<file path="config.mk">
export PLATFORM = sky130hd
export DESIGN_NAME = rscs_regs
export DESIGN_NICKNAME = d
export VERILOG_FILES = /design/src/hw/rtl/rscs_pkg.sv /design/src/hw/rtl/rscs_regs.sv
export SDC_FILE = /design/constraint.sdc
export NUM_CORES = 1
export LEC_CHECK = 0
export ABC_AREA = 1
export BUFFER_PORTS_ARGS = -buffer_cell sky130_fd_sc_hd__buf_2
export CAP_MARGIN = 20
export CORE_MARGIN = 1
export CORE_UTILIZATION = 43
export DETAILED_ROUTE_END_ITERATION = 12
export GPL_TIMING_DRIVEN = 0
export PLACE_DENSITY = 0.82
export SLEW_MARGIN = 0
export SYNTH_ARGS = -nofsm -noshare
export SYNTH_HDL_FRONTEND = slang
export SYNTH_SLANG_ARGS = --single-unit
</file>
<file path="constraint.sdc">
create_clock -name i_clk -period 0.95 [get_ports i_clk]
set_input_delay 0.095 -clock i_clk [delete_from_list [all_inputs] [get_ports i_clk]]
set_output_delay 0.095 -clock i_clk [all_outputs]
set_load 0.02 [all_outputs]
</file>
<file path="src/hw/rtl/rscs_pkg.sv">
// shared types and constants for the ranked spring corner smear block
package rscs_pkg;

    localparam int POS_W  = 22;
    localparam int PX_W   = 13;
    localparam int DT_W   = 10;
    localparam int ADDR_W = 5;
    localparam int DATA_W = 32;
    localparam int MUL_W  = 34;
    localparam int PROD_W = 2 * MUL_W;
    localparam int DIST_W = 47;
    localparam int LIM_W  = 40;

    localparam logic [DT_W-1:0] DT_MAX = 10'd768;
    localparam logic [18:0] RECIP3 = 19'd349526;

    localparam logic [15:0] RST_STIFFNESS  = 16'd18350;
    localparam logic [15:0] RST_TAIL_SLACK = 16'd27525;
    localparam logic [15:0] RST_SETTLE     = 16'd154;
    localparam logic [7:0]  RST_CELL_W     = 8'd9;
    localparam logic [7:0]  RST_CELL_H     = 8'd20;

    typedef enum logic [2:0] {
        REG_STIFFNESS  = 3'd0,
        REG_TAIL_SLACK = 3'd1,
        REG_SETTLE     = 3'd2,
        REG_CELL_W     = 3'd3,
        REG_CELL_H     = 3'd4
    } t_reg_idx;

    typedef enum logic [4:0] {
        OP_NONE, OP_LATCH, OP_TGT, OP_SNAP, OP_LIM, OP_LIMW, OP_DX, OP_DY, OP_DSUM,
        OP_SORT, OP_Q, OP_K, OP_KT, OP_SQI, OP_SQS, OP_SQE, OP_ACCM, OP_B8, OP_B9,
        OP_B9W, OP_ACCW, OP_A, OP_AZ, OP_MX, OP_MXW, OP_MYW, OP_OUT
    } t_op;

    typedef struct packed {
        t_op        op;
        logic [1:0] idx;
        logic [1:0] rank;
        logic [2:0] step;
    } t_cmd;

    typedef struct packed {
        logic            ptr_in;
        logic            far;
        logic            k_zero;
        logic            far_any;
        logic [DT_W-1:0] dt;
    } t_status;

    typedef struct packed {
        logic [15:0] stiffness;
        logic [15:0] tail_slack;
        logic [15:0] settle;
        logic [7:0]  cell_w;
        logic [7:0]  cell_h;
    } t_cfg;

endpackage

</file>
<file path="src/hw/rtl/rscs_regs.sv">
// configuration register file behind the apb port
module rscs_regs (
    input  logic                          i_clk,
    input  logic                          i_rst_n,
    input  logic                          psel,
    input  logic                          penable,
    input  logic                          pwrite,
    input  logic [rscs_pkg::ADDR_W-1:0]   paddr,
    input  logic [rscs_pkg::DATA_W-1:0]   pwdata,
    output logic [rscs_pkg::DATA_W-1:0]   prdata,
    output logic                          pready,
    output rscs_pkg::t_cfg                o_cfg
);
    import rscs_pkg::*;

    t_cfg     r_cfg;
    t_reg_idx sel;

    assign sel    = t_reg_idx'(paddr[4:2]);
    assign pready = 1'b1;
    assign o_cfg  = r_cfg;

    always_ff @(posedge i_clk) begin
        if (!i_rst_n) begin
            r_cfg.stiffness  <= RST_STIFFNESS;
            r_cfg.tail_slack <= RST_TAIL_SLACK;
            r_cfg.settle     <= RST_SETTLE;
            r_cfg.cell_w     <= RST_CELL_W;
            r_cfg.cell_h     <= RST_CELL_H;
        end else if (psel && penable && pwrite) begin
            unique case (sel)
                REG_STIFFNESS:  r_cfg.stiffness  <= pwdata[15:0];
                REG_TAIL_SLACK: r_cfg.tail_slack <= pwdata[15:0];
                REG_SETTLE:     r_cfg.settle     <= pwdata[15:0];
                REG_CELL_W:     r_cfg.cell_w     <= pwdata[7:0];
                REG_CELL_H:     r_cfg.cell_h     <= pwdata[7:0];
                default: ;
            endcase
        end
    end

    always_comb begin
        unique case (sel)
            REG_STIFFNESS:  prdata = {16'b0, r_cfg.stiffness};
            REG_TAIL_SLACK: prdata = {16'b0, r_cfg.tail_slack};
            REG_SETTLE:     prdata = {16'b0, r_cfg.settle};
            REG_CELL_W:     prdata = {24'b0, r_cfg.cell_w};
            REG_CELL_H:     prdata = {24'b0, r_cfg.cell_h};
            default:        prdata = '0;
        endcase
    end

endmodule

</file>
==> summary.md <==
| Metric | Value |
|---|---|
| Synth Cell Area | 0.003217 mm² |
| Fmax | 0.7333 GHz |
| Chip width | 88.49 µm |
| DRT Pass-1 Iters | 6 |
| Gr usage total | 0.3241 |
| Worst Setup Path Type | reg -> out |
| Register Area | 0.001383 mm² |
| Row count | 31 |
| Synthesized instance count | 495 |
| Critical Path RT | 850 ps |
| Cell taking the most area after synthesis | dfxtp_1 |
| Final min period | 1364 ps |
| Gpl congestion | 0.9467 |
| # port buffers | 101 |
| CP Max Fanout | 2 |
| Die area | 0.007830 mm² |
| Hold Path Cell Cnt | 3 |
| Top_reg_cell synth | dfxtp_1 |
| Pleak | 2.820 nW |
| Period utilization | 1.435 |
| Worst Skew | 0 ps |
| Post-route DRC | 0 |
| PnR worst setup slack | -413.6 ps |
| Detailed Place HPWL | 7740 µm |
| CP Cell Sequence | nand4_1 > nand2_1 > nor2_2 > nand2_2 > buf_6 |
| Netlist cell types | 17 |
| Slowest-stage cell, CP | dfxtp_2 |
| RSZ-0062 raised after global routing | true |
| Clock root buffer | clkbuf_8 |
| CTS tree | built |
| Largest net degree at the start of global routing | 11 |
| Sequential element share of the synthesized area | 0.3983 |
| Clock buffer depth | 2 |
| Max_slew headroom | 0.6154 |
| Vias in the first global route | 3,617 |
| Ys Warns | 0 |
| CTS buffer count | 9 |
| CP Data Arrival Time | 1270 ps |
| Initial antenna violation count | 0 |
| WP buf/inv | 1 |
| Min-Delay Path Class | in -> reg |
| Routed WL per cell | 18.28 µm |
| PD cells | 1168 mW/mm² |
| Initial core utilization | 0.4435 |
| Area of the multi-input gates | 0.001863 mm² |
| Status | finished with violations |
| Antenna Nets Post-Route | 0 |
| Crit path max-delay family | simple AND/OR/NAND/NOR gates |
| CP Launch Type | flip-flop |
| Most common cell in the netlist | nand2_1 |
| Layout cell share with drive strength beyond 1 | 0.4985 |
| Vias | 4,411 |
| Worst stage delay on the critical path | 340 ps |
| Post-synth EDFFs | 0 |
| I/O Pins | 139 |
| Remaining global-route overflow | 0 |
| Fin Setup TNS | -5429 ps |
| Initial DRC count | 468 |
| Final Setup Violations | 44 |
| Worst slew pin tran | 576.9 ps |
| Core area | 0.007253 mm² |
| Largest cells by area after synthesis | dfxtp_1 40%, nand2_1 19%, nand3_1 12% |
| CTS Sinks | 64 |
| CP endpoint kind | output port |
| Drt total wl | 14,350 µm |
| Failing checks | negative setup slack |
| Stages on worst setup path | 5 |
| First-pass GRT wire length | 18,670 µm |
| Synth-to-Final Area Change | 74.72% |
| Vias per inst | 5.619 |
| WHS | 2.434 ps |
| Post-layout nets | 724 |
| Total power | 6.562 mW |
| Worst reg-to-reg path cell count | 4 |
| Final Hold Vio Count | 0 |
| Seq cells post-synth | 64 |
| Yosys top cell area share | 0.3983 |
| Die Y | 88.49 µm |
| Layout filler cell count | 450 |
| Clk slew on worst S/H paths | 90 ps |
| Max-slew violations | 0 |
| Htree depth | 3 |
| MaxCap Viol Count | 0 |
| Maximum vdd drop | 0.7066 mV |
| Max FFs per register | 64 |
| Synth top cells by count | 164 x nand2_1, 91 x nor2_1, 79 x nand3_1 |
| Mean area per synthesized cell | 6.499 µm² |
| Clk Latency, worst-skew pair | 360 ps |
| Diodes inserted | 0 |
| Asr flop ratio synth | 0 |
cell families after synthesis:
kind of cell / after synthesis / share of synthesized area
buf+inv: 71 / 0.1194
flops: 64 / 0.3983
other cells: 2 / 0.002335
simple gates: 358 / 0.4800
stage by stage:
stage	util	worst slack, ps	instance area, µm²	cells
after floorplan	-	-0.2145	3395	510
after global placement	0.5548	-526.5	4024	710
after detailed placement	0.5548	-540.9	4024	710
after CTS	0.7181	-296.3	5209	772
after global routing	0.7749	-402.7	5620	785
final	0.7749	-413.6	5620	785
area by class of cell:
type,instances,area share
plain buffers,40,0.05766
clock buffers,13,0.03005
clock inverters,2,0.006679
inverters,30,0.02360
multi-input cells,375,0.3315
flip-flops and latches,64,0.2460
well taps,99,0.02204
repair buffers,162,0.2825
routing by layer:
layer / part of all wire / track usage / vias up
met4: 0.060 / 0.1833 / 0
met3: 0.11 / 0.08396 / 95
met5: 0 / 0 / -
li1: - / - / 1899
met2: 0.48 / 0.5273 / 397
met1: 0.35 / 0.3891 / 2020
cell usage in the layout (no fill, tap or decap), types with 2 or more instances in the layout:
cell type / n
conb_1: 17
nor2_4: 9
buf_4: 63
dfxtp_4: 9
nand4_1: 12
nand2_4: 8
nor2_1: 81
nand3_2: 19
buf_1: 4
dlygate4sd3_1: 9
buf_12: 6
nand3_1: 62
buf_6: 91
dfxtp_2: 54
buf_8: 2
nand2_2: 25
nor2_2: 10
clkbuf_2: 2
buf_2: 22
inv_1: 25
nand2_1: 131
clkbuf_1: 2
clkbuf_8: 12
inv_4: 3
final timing paths:
| kind | start | to | slack, ps |
|---|---|---|---|
| max reg2reg | o_cfg[38]$_SDFFE_PN0P_ | o_cfg[38]$_SDFFE_PN0P_ | 80 |
| min reg2reg | o_cfg[17]$_SDFFE_PN1P_ | o_cfg[17]$_SDFFE_PN1P_ | 500 |
| min | pwdata[7] | o_cfg[23]$_SDFFE_PN1P_ | 2 |
| max | o_cfg[11]$_SDFFE_PN1P_ | prdata[3] | -410 |
worst reg2reg max path: stages (launching register included):
cell and delay, ps:
dfxtp_2 330, buf_6 110, buf_4 130, nor2_1 130, nor2_1 70
report_power, final:
group / switching [mW] / leakage (nW) / internal [mW]
Combinational: 0.718 / 2.19 / 0.520
Sequential: 0.0383 / 0.528 / 2.70
Clock: 1.17 / 0.102 / 1.42
timing repair:
| item | 4_1_cts | 5_1_grt |
|---|---|---|
| gates cloned | 2 | 0 |
| buffers inserted | 36 | 23 |
| pin swaps | 31 | 28 |
| endpoints found under the hold margin | 12 | 0 |
| setup endpoints to repair | 93 | 93 |
| hold buffers | 9 | 0 |
| resized for setup | 220 | 105 |
Power figures use the tool's default switching activity.
