==> src/hw/rtl/rscs_pkg.sv <==
// shared types and constants for the ranked spring corner smear block
package rscs_pkg;

    localparam int POS_W  = 22;
    localparam int PX_W   = 13;
    localparam int DT_W   = 10;
    localparam int ADDR_W = 5;
    localparam int DATA_W = 32;
    localparam int MUL_W  = 34;
    localparam int PROD_W = 2 * MUL_W;
    localparam int DIST_W = 47;
    localparam int LIM_W  = 40;

    localparam logic [DT_W-1:0] DT_MAX = 10'd768;
    localparam logic [18:0] RECIP3 = 19'd349526;

    localparam logic [15:0] RST_STIFFNESS  = 16'd18350;
    localparam logic [15:0] RST_TAIL_SLACK = 16'd27525;
    localparam logic [15:0] RST_SETTLE     = 16'd154;
    localparam logic [7:0]  RST_CELL_W     = 8'd9;
    localparam logic [7:0]  RST_CELL_H     = 8'd20;

    typedef enum logic [2:0] {
        REG_STIFFNESS  = 3'd0,
        REG_TAIL_SLACK = 3'd1,
        REG_SETTLE     = 3'd2,
        REG_CELL_W     = 3'd3,
        REG_CELL_H     = 3'd4
    } t_reg_idx;

    typedef enum logic [4:0] {
        OP_NONE, OP_LATCH, OP_TGT, OP_SNAP, OP_LIM, OP_LIMW, OP_DX, OP_DY, OP_DSUM,
        OP_SORT, OP_Q, OP_K, OP_KT, OP_SQI, OP_SQS, OP_SQE, OP_ACCM, OP_B8, OP_B9,
        OP_B9W, OP_ACCW, OP_A, OP_AZ, OP_MX, OP_MXW, OP_MYW, OP_OUT
    } t_op;

    typedef struct packed {
        t_op        op;
        logic [1:0] idx;
        logic [1:0] rank;
        logic [2:0] step;
    } t_cmd;

    typedef struct packed {
        logic            ptr_in;
        logic            far;
        logic            k_zero;
        logic            far_any;
        logic [DT_W-1:0] dt;
    } t_status;

    typedef struct packed {
        logic [15:0] stiffness;
        logic [15:0] tail_slack;
        logic [15:0] settle;
        logic [7:0]  cell_w;
        logic [7:0]  cell_h;
    } t_cfg;

endpackage

==> src/hw/rtl/rscs_ctrl.sv <==
// controller: sequences one tick through target update, ranking and spring step
module rscs_ctrl (
    input  logic              i_clk,
    input  logic              i_rst_n,
    input  logic              i_in_valid,
    input  logic              i_out_ready,
    input  rscs_pkg::t_status i_status,
    output rscs_pkg::t_cmd    o_cmd,
    output logic              o_in_ready,
    output logic              o_out_valid,
    output logic              o_moving,
    output logic              o_began,
    output logic              o_rested
);
    import rscs_pkg::*;

    typedef enum logic [4:0] {
        S_IDLE, S_TGT, S_SNAP1, S_LIM, S_LIMW, S_DX, S_DY, S_DSUM, S_SORT, S_Q, S_K,
        S_KT, S_ZCHK, S_SQI, S_SQS, S_SQE, S_ACCM, S_ACCW, S_P8, S_P9, S_B9W, S_A, S_AZ,
        S_MX, S_MXW, S_MYW, S_SETTLE, S_OUT
    } t_state;

    typedef enum logic [1:0] {PH_ROOT, PH_B8, PH_B9} t_phase;

    t_state     r_state;
    t_phase     r_phase;
    logic [1:0] r_idx, r_rank;
    logic [2:0] r_n;
    logic [4:0] r_it;
    logic       r_motion, r_seen, r_began, r_rested;
    logic       r_out_valid, r_out_moving, r_out_began, r_out_rested;
    logic [7:0] dt_lo;
    logic       tgt_move, load_out;

    assign dt_lo    = i_status.dt[7:0];
    assign tgt_move = i_status.ptr_in && (!r_seen || i_status.far);
    assign load_out = (r_state == S_OUT) && (!r_out_valid || i_out_ready);

    always_comb begin
        o_cmd.op   = OP_NONE;
        o_cmd.idx  = r_idx;
        o_cmd.rank = r_rank;
        o_cmd.step = r_n;
        unique case (r_state)
            S_IDLE:   o_cmd.op = i_in_valid ? OP_LATCH : OP_NONE;
            S_TGT:    o_cmd.op = tgt_move ? OP_TGT : OP_NONE;
            S_SNAP1:  o_cmd.op = OP_SNAP;
            S_LIM:    o_cmd.op = OP_LIM;
            S_LIMW:   o_cmd.op = OP_LIMW;
            S_DX:     o_cmd.op = OP_DX;
            S_DY:     o_cmd.op = OP_DY;
            S_DSUM:   o_cmd.op = OP_DSUM;
            S_SORT:   o_cmd.op = OP_SORT;
            S_Q:      o_cmd.op = OP_Q;
            S_K:      o_cmd.op = OP_K;
            S_KT:     o_cmd.op = OP_KT;
            S_ZCHK:   o_cmd.op = OP_NONE;
            S_SQI:    o_cmd.op = OP_SQI;
            S_SQS:    o_cmd.op = OP_SQS;
            S_SQE:    o_cmd.op = OP_SQE;
            S_ACCM:   o_cmd.op = OP_ACCM;
            S_ACCW:   o_cmd.op = OP_ACCW;
            S_P8:     o_cmd.op = i_status.dt[8] ? OP_B8 : OP_NONE;
            S_P9:     o_cmd.op = i_status.dt[9] ? OP_B9 : OP_NONE;
            S_B9W:    o_cmd.op = OP_B9W;
            S_A:      o_cmd.op = OP_A;
            S_AZ:     o_cmd.op = OP_AZ;
            S_MX:     o_cmd.op = OP_MX;
            S_MXW:    o_cmd.op = OP_MXW;
            S_MYW:    o_cmd.op = OP_MYW;
            S_SETTLE: o_cmd.op = i_status.far_any ? OP_NONE : OP_SNAP;
            S_OUT:    o_cmd.op = load_out ? OP_OUT : OP_NONE;
            default:  o_cmd.op = OP_NONE;
        endcase
    end

    always_ff @(posedge i_clk) begin
        if (!i_rst_n) begin
            r_state      <= S_IDLE;
            r_phase      <= PH_ROOT;
            r_idx        <= '0;
            r_rank       <= '0;
            r_n          <= '0;
            r_it         <= '0;
            r_motion     <= 1'b0;
            r_seen       <= 1'b0;
            r_began      <= 1'b0;
            r_rested     <= 1'b0;
            r_out_valid  <= 1'b0;
            r_out_moving <= 1'b0;
            r_out_began  <= 1'b0;
            r_out_rested <= 1'b0;
        end else begin
            if (load_out) begin
                r_out_valid  <= 1'b1;
                r_out_moving <= r_motion;
                r_out_began  <= r_began;
                r_out_rested <= r_rested;
            end else if (i_out_ready) begin
                r_out_valid <= 1'b0;
            end
            unique case (r_state)
                S_IDLE: if (i_in_valid) begin
                    r_began  <= 1'b0;
                    r_rested <= 1'b0;
                    r_state  <= S_TGT;
                end
                S_TGT: begin
                    if (i_status.ptr_in && r_seen) begin
                        if (i_status.far && !r_motion) begin
                            r_motion <= 1'b1;
                            r_began  <= 1'b1;
                        end
                        r_state <= (r_motion || i_status.far) ? S_LIM : S_OUT;
                    end else if (i_status.ptr_in) begin
                        r_seen  <= 1'b1;
                        r_state <= S_SNAP1;
                    end else begin
                        r_state <= r_motion ? S_LIM : S_OUT;
                    end
                end
                S_SNAP1: r_state <= r_motion ? S_LIM : S_OUT;
                S_LIM:   r_state <= S_LIMW;
                S_LIMW: begin
                    r_idx   <= '0;
                    r_state <= S_DX;
                end
                S_DX: r_state <= S_DY;
                S_DY: r_state <= S_DSUM;
                S_DSUM: begin
                    if (r_idx == 2'd3) begin
                        r_n     <= '0;
                        r_state <= S_SORT;
                    end else begin
                        r_state <= S_DX;
                    end
                    r_idx <= r_idx + 2'd1;
                end
                S_SORT: begin
                    if (r_n == 3'd5) begin
                        r_rank  <= '0;
                        r_state <= S_Q;
                    end
                    r_n <= r_n + 3'd1;
                end
                S_Q:  r_state <= S_K;
                S_K:  r_state <= S_KT;
                S_KT: r_state <= S_ZCHK;
                S_ZCHK: begin
                    r_n     <= '0;
                    r_phase <= PH_ROOT;
                    r_state <= (i_status.k_zero || (i_status.dt == '0)) ? S_AZ : S_SQI;
                end
                S_SQI: begin
                    r_it    <= '0;
                    r_state <= S_SQS;
                end
                S_SQS: begin
                    if (r_it == 5'd31) begin
                        r_state <= S_SQE;
                    end
                    r_it <= r_it + 5'd1;
                end
                S_SQE: begin
                    if (dt_lo[~r_n]) begin
                        r_state <= S_ACCM;
                    end else if (r_n == 3'd7) begin
                        r_state <= S_P8;
                    end else begin
                        r_n     <= r_n + 3'd1;
                        r_state <= S_SQI;
                    end
                end
                S_ACCM: r_state <= S_ACCW;
                S_ACCW: begin
                    unique case (r_phase)
                        PH_ROOT: begin
                            if (r_n == 3'd7) begin
                                r_state <= S_P8;
                            end else begin
                                r_n     <= r_n + 3'd1;
                                r_state <= S_SQI;
                            end
                        end
                        PH_B8:   r_state <= S_P9;
                        PH_B9:   r_state <= S_A;
                        default: r_state <= S_A;
                    endcase
                end
                S_P8: begin
                    if (i_status.dt[8]) begin
                        r_phase <= PH_B8;
                        r_state <= S_ACCW;
                    end else begin
                        r_state <= S_P9;
                    end
                end
                S_P9: r_state <= i_status.dt[9] ? S_B9W : S_A;
                S_B9W: begin
                    r_phase <= PH_B9;
                    r_state <= S_ACCM;
                end
                S_A:   r_state <= S_MX;
                S_AZ:  r_state <= S_MX;
                S_MX:  r_state <= S_MXW;
                S_MXW: r_state <= S_MYW;
                S_MYW: begin
                    if (r_rank == 2'd3) begin
                        r_state <= S_SETTLE;
                    end else begin
                        r_state <= S_Q;
                    end
                    r_rank <= r_rank + 2'd1;
                end
                S_SETTLE: begin
                    if (!i_status.far_any) begin
                        r_motion <= 1'b0;
                        r_rested <= 1'b1;
                    end
                    r_state <= S_OUT;
                end
                S_OUT: if (load_out) begin
                    r_state <= S_IDLE;
                end
                default: r_state <= S_IDLE;
            endcase
        end
    end

    assign o_in_ready  = (r_state == S_IDLE);
    assign o_out_valid = r_out_valid;
    assign o_moving    = r_out_moving;
    assign o_began     = r_out_began;
    assign o_rested    = r_out_rested;

endmodule

==> config.mk <==
export PLATFORM = sky130hd
export DESIGN_NAME = rscs_ctrl
export DESIGN_NICKNAME = d
export VERILOG_FILES = /design/src/hw/rtl/rscs_pkg.sv /design/src/hw/rtl/rscs_ctrl.sv
export SDC_FILE = /design/constraint.sdc
export NUM_CORES = 1
export LEC_CHECK = 0
export BUFFER_PORTS_ARGS = -buffer_cell sky130_fd_sc_hd__buf_2
export CORE_ASPECT_RATIO = 0.75
export CORE_MARGIN = 3
export CORE_UTILIZATION = 40
export CTS_BUF_LIST = sky130_fd_sc_hd__clkbuf_8
export DETAILED_ROUTE_END_ITERATION = 6
export HOLD_SLACK_MARGIN = 0.06
export PLACE_DENSITY = 0.63
export SLEW_MARGIN = 40
export SYNTH_ARGS = -nofsm -noshare
export SYNTH_HDL_FRONTEND = slang
export SYNTH_SLANG_ARGS = --single-unit
export TNS_END_PERCENT = 30
==> constraint.sdc <==
create_clock -name i_clk -period 1.8 [get_ports i_clk]
set_input_delay 0.09 -clock i_clk [delete_from_list [all_inputs] [get_ports i_clk]]
set_output_delay 0.09 -clock i_clk [all_outputs]
set_load 0.1 [all_outputs]
==> summary.md <==
| Metric | Value |
|---|---|
| Setup repair after global routing missed its margin | `true` |
| Stage delay of the slowest cell on the critical path | `around 0.40 ns` |
| Count of antenna-violating nets left after detailed routing | `0` |
| Synthesis warning total | `0` |
| Row cnt | `23` |
| Clock root cell | `clkbuf_8` |
| Result of the run | `finished with violations` |
| Crit end category | `output pin` |
| Routed Wire Length | `about 7700 um` |
| Power density relative to cell area | `1330 mW/mm^2` |
| Number of distinct standard cells referenced by the synthesized netlist | `between 50 and 60` |
| Worst Hold End | `r_motion` |
| FFs w/ async S/R, synth | `0` |
| Finished Core Util | `0.645` |
| Setup Slack @ Placement | `-0.214 ns` |
| Ratio of final minimum period to clock period | `1.04` |
| Setup slack, reg-to-reg | `-0.07 ns` |
| Worst Path Required | `roughly 1.7 ns` |
| Bufs on Longest Clock Path | `2` |
| Type of the tightest min-delay check | `primary input to flop` |
| Worst-case hold slack | `between 0.1 and 0.15 ns` |
| Seq/Total Area, Yosys | `0.239` |
| Cell-by-cell listing of the critical path | `buf_8 -> nand2_4 -> nor2_4 -> a22o_4 -> a221oi_4 -> buf_4 -> o21ai_4 -> buf_12` |
| Final weighted congestion of routability-driven global placement | `roughly 0.96` |
| Vias | `between 2,000 and 3,000` |
| Iteration-0 DRC count of the detailed router | `between 200 and 300` |
| DRC violation count after routing | `0` |
| Number of nets in the layout | `about 410` |
| Most used DFF post-synth | `dfxtp_1` |
| Average size of a mapped cell | `roughly 7.6 um^2` |
| Core Box Area | `0.00541 mm^2` |
| Leakage power | `about 1.4 nW` |
| Source of the worst register-to-register timing path | `r_n[0]` |
| Max Freq | `about 530 MHz` |
| Depth of the CTS H-tree | `1` |
| Post-layout worst setup margin | `-0.0761 ns` |
| Worst-path fanout max | `8` |
| Number of buffers created by CTS | `3` |
| Critical path start-end classification | `flop to output pin` |
| Design area | `between 0.003 and 0.004 mm^2` |
| Post-CTS clock slew at the launch and capture registers of the worst setup and hold paths | `0.11 ns` |
| Antenna diode count | `0` |
| Total I/O pin count | `35` |
| Placed standard-cell area | `slightly above 0.003 mm^2` |
| Worst Tran Pin Value | `0.539 ns` |
| Cells after synthesis | `slightly below 300` |
| Final HPWL from detailed placement | `5570 um` |
| Critical path startpoint category | `flop` |
| Die height | `71.2 um` |
| Violated checks | `setup timing` |
| Critical path arrival | `around 1.8 ns` |
| Port-buffer cells | `34` |
| CP bufs+invs | `3` |
| Largest net degree at the start of global routing | `27` |
| Time the final worst path needs with I/O delays and setup | `between 1.5 and 2 ns` |
| Number of cells in the finished layout apart from fillers | `roughly 460` |
| Worst IR drop on VDD | `roughly 1.4 mV` |
| Total Power | `4.66 mW` |
| Net count of the mapped netlist | `323` |
| Setup TNS after final layout | `-0.399 ns` |
| Vias per Instance | `roughly 5.8` |
| Layout cell share with drive strength beyond 1 | `0.456` |
| Crit-path leading delay family | `compound AO/OA/AOI/OAI gates` |
| Effective utilization at floorplan | `0.419` |
| Start point of the worst hold path | `i_status[12]` |
| Final count of hold timing violations | `0` |
| Depth of the worst hold-timing path | `3` |
| Number of flops mapped to enable cells by yosys | `0` |
| Total instance count after detailed placement | `around 450` |
| Cell area after synthesis | `0.00226 mm^2` |
| Via count of the first global-routing pass | `roughly 2,500` |
| Final Slew Violations | `0` |
| Drt pass-1 iters | `6` |
| Synthesis-stage register bit count | `27` |
| Antenna violations before repair | `0` |
| Final setup violating endpoints | `8` |
| Wire length per cell | `around 17 um` |
| Total GRT Usage | `0.228` |
| Layout-stage area growth over the synthesis result | `54.0%` |
| Final clock skew | `between 0.004 and 0.005 ns` |
| TritonCTS clock tree | `yes` |
| Area of the die | `0.00661 mm^2` |
| # clock sinks | `27` |
| Depth of the worst register-to-register path | `5` |
| R2R Path End | `r_n[1]` |
| GR Overflow Total | `0` |
| Max-cap violation count | `0` |
| Slowest CP cell | `dfxtp_4` |
| First-pass GRT wire length | `12,200 um` |
| Insertion delay to the later sink of the worst-skew pair | `approximately 0.28 ns` |
| Relative slew slack | `0.640` |
| DIE WIDTH | `between 90 and 100 um` |
## kinds of logic after synthesis
| family | Yosys count | share of synthesized area |
|---|---|---|
| xor gates and xnor gates | 2 | 0.00774 |
| and+or+nand+nor | 131 | 0.322 |
| DFF | 27 | 0.239 |
| muxes | 12 | 0.0685 |
| AOI/OAI and AO/OA | 90 | 0.269 |
| buffers and inverters | 27 | 0.0503 |
| adders and majority gates | 8 | 0.0442 |
## worst max-delay path by stage
| stage | start | to | slack, ns | cells after the start |
|---|---|---|---|---|
| 3_3_place_gp | r_state[3] | r_n[2] | -0.25 | 6 |
| 4_1_cts | r_state[0] | o_cmd[8] | -0.12 | 8 |
| 5_1_grt | r_state[0] | o_cmd[8] | -0.15 | 8 |
| 6_report | r_state[0] | o_cmd[8] | -0.08 | 8 |
| 3_5_place_dp | r_state[3] | r_n[2] | -0.21 | 6 |
| 2_1_floorplan | r_n[0] | r_n[2] | -0.16 | 5 |
## synthesized netlist by cell type (all sizes together), types with 7 or more instances
cell type  number  area (um^2)
mux2i           8         80.1
clkbuf          8         30.0
nand2b         13         81.3
o21ai          22          110
nor2b          16          100
nand2          24         90.1
nor3            8         40.0
dfxtp          27          541
nor2           17         63.8
and2            7         43.8
nand3          11         55.1
ha              8          100
buf            14         65.1
a21oi          14         70.1
## power breakdown
group | total (mW) | switching (mW) | internal (mW)
logic | 3.50 | 1.93 | 1.57
clock network | 0.373 | 0.219 | 0.154
registers | 0.788 | 0.127 | 0.661
## cell type report
class	count	area, um^2
Timing Repair Buffer	107	885
Inverter	5	27.5
Fill cell	440	1920
Multi-Input combinational cell	243	1870
Tap cell	75	93.8
Sequential cell	27	569
Clock buffer	3	41.3
Clock inverter	1	3.75
## routing by layer
metal	routed length [um]	up-vias	global-route usage	part of all wire
met2	3370	134	0.362	0.44
met3	690	31	0.0521	0.089
met4	198	0	0.0618	0.026
li1	-	1277	-	-
met1	3480	1215	0.311	0.45
met5	0	-	0	0
## worst reg2reg max path: stages, from the launching register on
cell      delay (ns)
dfxtp_4         0.40
mux4_2          0.51
mux2_4          0.32
and3b_1         0.20
nand3b_4        0.19
mux2i_1         0.15
## state kept, by name (all words and copies together) (netlist names), 2 cells and up
register / cells
r_rank: 2
r_phase: 2
r_idx: 2
r_it: 5
r_state: 5
r_n: 3
## placed cells by master, fill, tap and decap left out, drive strengths merged, types with 7 or more instances in the layout
master	n
ha	8
dfxtp	27
mux2i	8
buf	107
nand3	11
a21oi	14
nand2	24
nor2	17
nor3	8
nand2b	13
o21ai	22
and2	7
nor2b	16
## repair_timing
action | 4_1_cts | 5_1_grt
hold buffers | 0 | 0
endpoints found under the hold margin | 0 | 0
setup endpoints to repair | 17 | 17
cloned | 0 | 0
gates resized for setup | 39 | 34
buffers inserted | 10 | 1
pin swaps | 3 | 11
Note: power is estimated with default switching activity, not from simulation.
